### src/hw/rtl/rgbwpd_div_steps.sv
`default_nettype none
// A few restoring division steps; rem_i < den_i on entry.
module rgbwpd_div_steps #(
  parameter int DW    = 8,
  parameter int QW    = 16,
  parameter int STEPS = 4
) (
  input  wire logic [DW-1:0] rem_i,
  input  wire logic [QW-1:0] low_i,
  input  wire logic [DW-1:0] den_i,
  output logic      [DW-1:0] rem_o,
  output logic      [QW-1:0] low_o
);

  always_comb begin
    logic [DW:0]   tmp;
    logic [DW-1:0] rem;
    logic [QW-1:0] low;
    rem = rem_i;
    low = low_i;
    tmp = '0;
    for (int i = 0; i < STEPS; i++) begin
      tmp = {rem, low[QW-1]};
      low = {low[QW-2:0], 1'b0};
      if (tmp >= {1'b0, den_i}) begin
        tmp    = tmp - {1'b0, den_i};
        low[0] = 1'b1;
      end
      rem = tmp[DW-1:0];
    end
    rem_o = rem;
    low_o = low;
  end

endmodule
`default_nettype wire

### config.mk
export PLATFORM = sky130hd
export DESIGN_NAME = rgbwpd_div_steps
export DESIGN_NICKNAME = d
export VERILOG_FILES = /design/src/hw/rtl/rgbwpd_div_steps.sv
export SDC_FILE = /design/constraint.sdc
export NUM_CORES = 1
export LEC_CHECK = 0
export BUFFER_PORTS_ARGS = -buffer_cell sky130_fd_sc_hd__buf_2
export CORE_MARGIN = 2
export CORE_UTILIZATION = 55
export DETAILED_ROUTE_END_ITERATION = 10
export PLACE_DENSITY = 0.95
export RECOVER_POWER = 100
export SETUP_SLACK_MARGIN = 0.15
export SLEW_MARGIN = 10
export SYNTH_ARGS = -nofsm -noshare
export SYNTH_HDL_FRONTEND = slang
export SYNTH_SLANG_ARGS = --single-unit
export TNS_END_PERCENT = 10
### constraint.sdc
create_clock -name vclk -period 12
set_input_delay 1.2 -clock vclk [all_inputs]
set_output_delay 1.2 -clock vclk [all_outputs]
set_load 0.1 [all_outputs]
## Word-level counts from Yosys, hierarchy flattened

Cells that the tools add are included.

- Memory bits (writable): 0
- Memory bits (read-only): 0
- Memories: 0
- Flip-flop bits (word level): 0
- Bits in latches: 0

- Div/mod/pow operators: 0
- Multipliers: 0
- Mux-type cells: 8
- Reductions and logical operators: 0
- Shifts and indexed selects: 0
- Bitwise operators: 0
- Add/subtract/negate cells: 4
- Equality and inequality tests: 0
- $lt $le $gt $ge: 4

Operators with widths:

| operator | count |
|---|---|
| 9-bit by 8-bit >= comparator with 1-bit output | 4 |
| 8-bit two-way mux | 4 |
| 8-bit subtractor | 4 |
| 1-bit two-way mux | 4 |

## Depth between registers and ports, before layout

- Word-level depth: 8
- Depth in mapped cells: 38
- Depth with buffers taken out: 36

## Least setup slack after synthesis

OpenSTA, ideal clock, no wires.

- Kind: input port to output port
- Start: input port den_i[4]
- End: output port rem_o[0]
- Data arrival time: 10.599 ns
- Required time: 10.800 ns
- Path slack: 0.201 ns
- Cell stages on the path: 37
- Cells stage by stage: inv_1 ha_1 a21o_1 a31o_1 o221ai_2 and2_2 inv_2 o21ai_0 inv_1 ha_1 nand3b_1 a21oi_1 nor3_1 o21ai_0 a211oi_4 clkbuf_1 nor2_1 a21oi_1 inv_1 ha_1 nor2b_1 o21a_1 o21ai_0 a21oi_1 nor3_1 o211ai_2 mux2i_1 ha_1 a21o_1 a21o_1 a21o_1 a21oi_1 o21ai_0 o21a_1 a311o_1 buf_6 mux2i_1

- Longest elaborated chain between the ends: 8
- Elaborated cells between the ends (all ways): 11
- Classes of those cells: add/sub: 3; order compare: 4; mux: 4

Ends and longest elaborated chain:

| element | RTL line | text |
|---|---|---|
| from (decl) | 10 | `input wire logic [DW-1:0] den_i,` |
| 8-bit subtractor / 9-bit by 8-bit >= comparator with 1-bit output (equally long branches) | 26, 25 |  |
| 8-bit two-way mux | 25 | `if (tmp >= {1'b0, den_i}) begin` |
| 8-bit subtractor / 9-bit by 8-bit >= comparator with 1-bit output (equally long branches) | 26, 25 |  |
| 8-bit two-way mux | 25 |  |
| 8-bit subtractor / 9-bit by 8-bit >= comparator with 1-bit output (equally long branches) | 26, 25 |  |
| 8-bit two-way mux | 25 |  |
| 9-bit by 8-bit >= comparator with 1-bit output * | 25 |  |
| 8-bit two-way mux * | 25 |  |
| to (decl) | 11 | `output logic [DW-1:0] rem_o,` |

Mark *: on every way between the ends. The rest lies on a longest branch, timed or not.

## Final worst setup path

- Start: input port den_i[6]
- End: output port rem_o[4]

- Longest elaborated chain between the ends: 8
- Elaborated cells between the ends (all ways): 12
- Classes of those cells: add/sub: 4; order compare: 4; mux: 4

Ends and longest elaborated chain:

| element | RTL line |
|---|---|
| 8-bit subtractor / 9-bit by 8-bit >= comparator with 1-bit output (equally long branches) | 26, 25 |
| 8-bit two-way mux | 25 |
| 8-bit subtractor / 9-bit by 8-bit >= comparator with 1-bit output (equally long branches) | 26, 25 |
| 8-bit two-way mux | 25 |
| 9-bit by 8-bit >= comparator with 1-bit output / 8-bit subtractor (equally long branches) | 25, 26 |
| 8-bit two-way mux | 25 |
| 8-bit subtractor / 9-bit by 8-bit >= comparator with 1-bit output (equally long branches) | 26, 25 |
| 8-bit two-way mux * | 25 |

Marks and branches as above.

==> results.toml <==
[detailed_routing]
routed_wl_um = 3930
routedWlPerCell_um = 13.79
drt-pass1-iter-count = 4
vias = 1666
top_layer = "met4"
viasPerCell = 5.846
dr.first_iter.drc_count = 113
wl_met2_um = 1927
wl_met3_um = 234
drt.antenna.violating_nets = 0
wl_met1_um = 1761
drc = 0

[place]
gp_congestion = 0.9240
io_buffers = 32
post_dp_cell_area_mm2 = 0.001891
hpwlAfterDp_um = 3408

[logic_synthesis]
synth_commonest_cells = "ha_1 (32), inv_1 (20), a21oi_1 (16), nor2_1 (16), o21ai_0 (15)"
yosysMostFrequentCell = "ha_1"
avgSynthCellArea_um2 = 7.984
yosysSeqAreaShare_pct = 0
synth_fp_nets = 291
syn-instance-count = 223
synth.area.top_cells = "ha_1 (22%), mux2_2 (7.0%), xnor2_1 (6.9%), mux2_4 (5.9%), buf_4 (5.1%)"
synth_top_area_share_pct = 22.49
yosys_warnings = 0
yosysUniqueCellTypes = 39
synth_top_area_cell = "ha_1"
netlist_area_mm2 = 0.001780

[floorplanning]
start_util_pct = 57.85
rows = 20
dieArea_mm2 = 0.003708
die_y_um = 60.90
ios = 56
die_x_um = 60.90
core_area_mm2 = 0.003078

[finish]
design_area_mm2 = 0.001888
final_nets = 311
nFlopsAndLatches = 0
multiInputGateArea_mm2 = 0.001597
final_layout_size_suffix_gt1_share_pct = 22.41
fill_cells = 266
seq_area_um2 = 0
antennaDiodeCount = 0
clkbuf_count = 0
syn_to_final_growth_pct = 6.044

[timing]
relSlewSlack_pct = 22.01
drv_slew = 0
setup_viol = 0
post-route-period-util_pct = 91.60
rsz0062_at_grt = "false"
worst_slew_pin_slew_ps = 1175
fmax_mhz = 90.97
final_hold_viol_count = 0
tns_ps = 0
holdWs_ps = 2400
period_needed_ps = 10990

[worst_setup_path]
critPathMaxFanout = 14
arrival_ps = 9790
end_kind = "primary output"
critPathMaxStageDelay_ps = 520
slowest_stage = "a211oi_4"
cp.required_ps = 10800
startpoint = "den_i[6]"
crit_path_start_kind = "input port"
worstSetupPathType = "input port to primary output"

[min_path]
worst_hold_path_type = "input port to primary output"
hold_start = "low_i[6]"
hold_depth = 0

[grt]
overflow = 0
grt_pass1_vias = 1569
antenna_found_initial = 0
grt_pass1_wl_um = 6672
grt_start_max_net_pins = 15
grt.total_usage_pct = 22.81

[job]
max_cap_viol_count = 0

[status]
status = "finished, final reports clean"

[clock_network]
cts_resized = 0
cts_setup_buffers = 0
cts-hold-fix-buffers = 0
-- area by class of cell --
type	count	share of cell area, %
multi-input combinational	188	84.56
timing repair buffer	32	8.350
inverter	21	4.175
tap	44	2.916
-- worst max-delay path, delay by kind of cell --
kind	cells	cell delay, ps
multiplexers	2	730
AO/OA/AOI/OAI	18	4750
adder cells (fa/ha/maj)	4	1220
buffers and inverters	6	890
AND/OR/NAND/NOR	6	990
-- cells by family (layout without fill, tap and decap cells) --
group | Yosys count | in the layout | synth area share (%)
compound gates | 66 | 66 | 25.58
xor+xnor | 19 | 19 | 9.346
fa+ha+maj | 36 | 36 | 26.99
buf+inv | 35 | 53 | 10.33
mux | 23 | 23 | 15.67
simple gates | 44 | 44 | 12.09
-- path summary, 6_finish.rpt --
kind	endpoint	slack [ps]
worst min-delay path	low_o[10]	2400
worst max-delay path	rem_o[4]	1010
-- routing by layer --
metal | track usage [%] | vias to the layer above
met5 | 0 | -
met4 | 2.795 | 0
met3 | 0.4264 | 4
met2 | 41.17 | 58
met1 | 31.21 | 768
li1 | - | 836
-- metrics by stage --
stage	std cells	utilization, %	setup WS, ps
final	285	61.34	1008
after global routing	285	61.34	254.6
after global placement	285	61.42	1425
after CTS	285	61.42	1110
after detailed placement	285	61.42	1135
after floorplan	223	-	201.3
-- placed cells by master, fill, tap and decap left out, types with 2 or more instances in the layout --
| cell | n |
|---|---|
| a211o_1 | 3 |
| a211oi_1 | 6 |
| a21o_1 | 11 |
| a21oi_1 | 16 |
| buf_2 | 22 |
| clkbuf_1 | 2 |
| clkbuf_2 | 8 |
| fa_1 | 4 |
| ha_1 | 32 |
| inv_1 | 20 |
| mux2_2 | 11 |
| mux2_4 | 7 |
| mux2i_1 | 5 |
| nand2_1 | 8 |
| nand2b_1 | 3 |
| nand3_1 | 2 |
| nand4_1 | 5 |
| nor2_1 | 16 |
| nor2b_1 | 2 |
| nor3_1 | 4 |
| o21a_1 | 3 |
| o21ai_0 | 15 |
| o21bai_1 | 3 |
| xnor2_1 | 14 |
| xor2_1 | 5 |
Power is not shown: default switching activity piles up to over one toggle a cycle in this logic, so the estimate is an artifact.
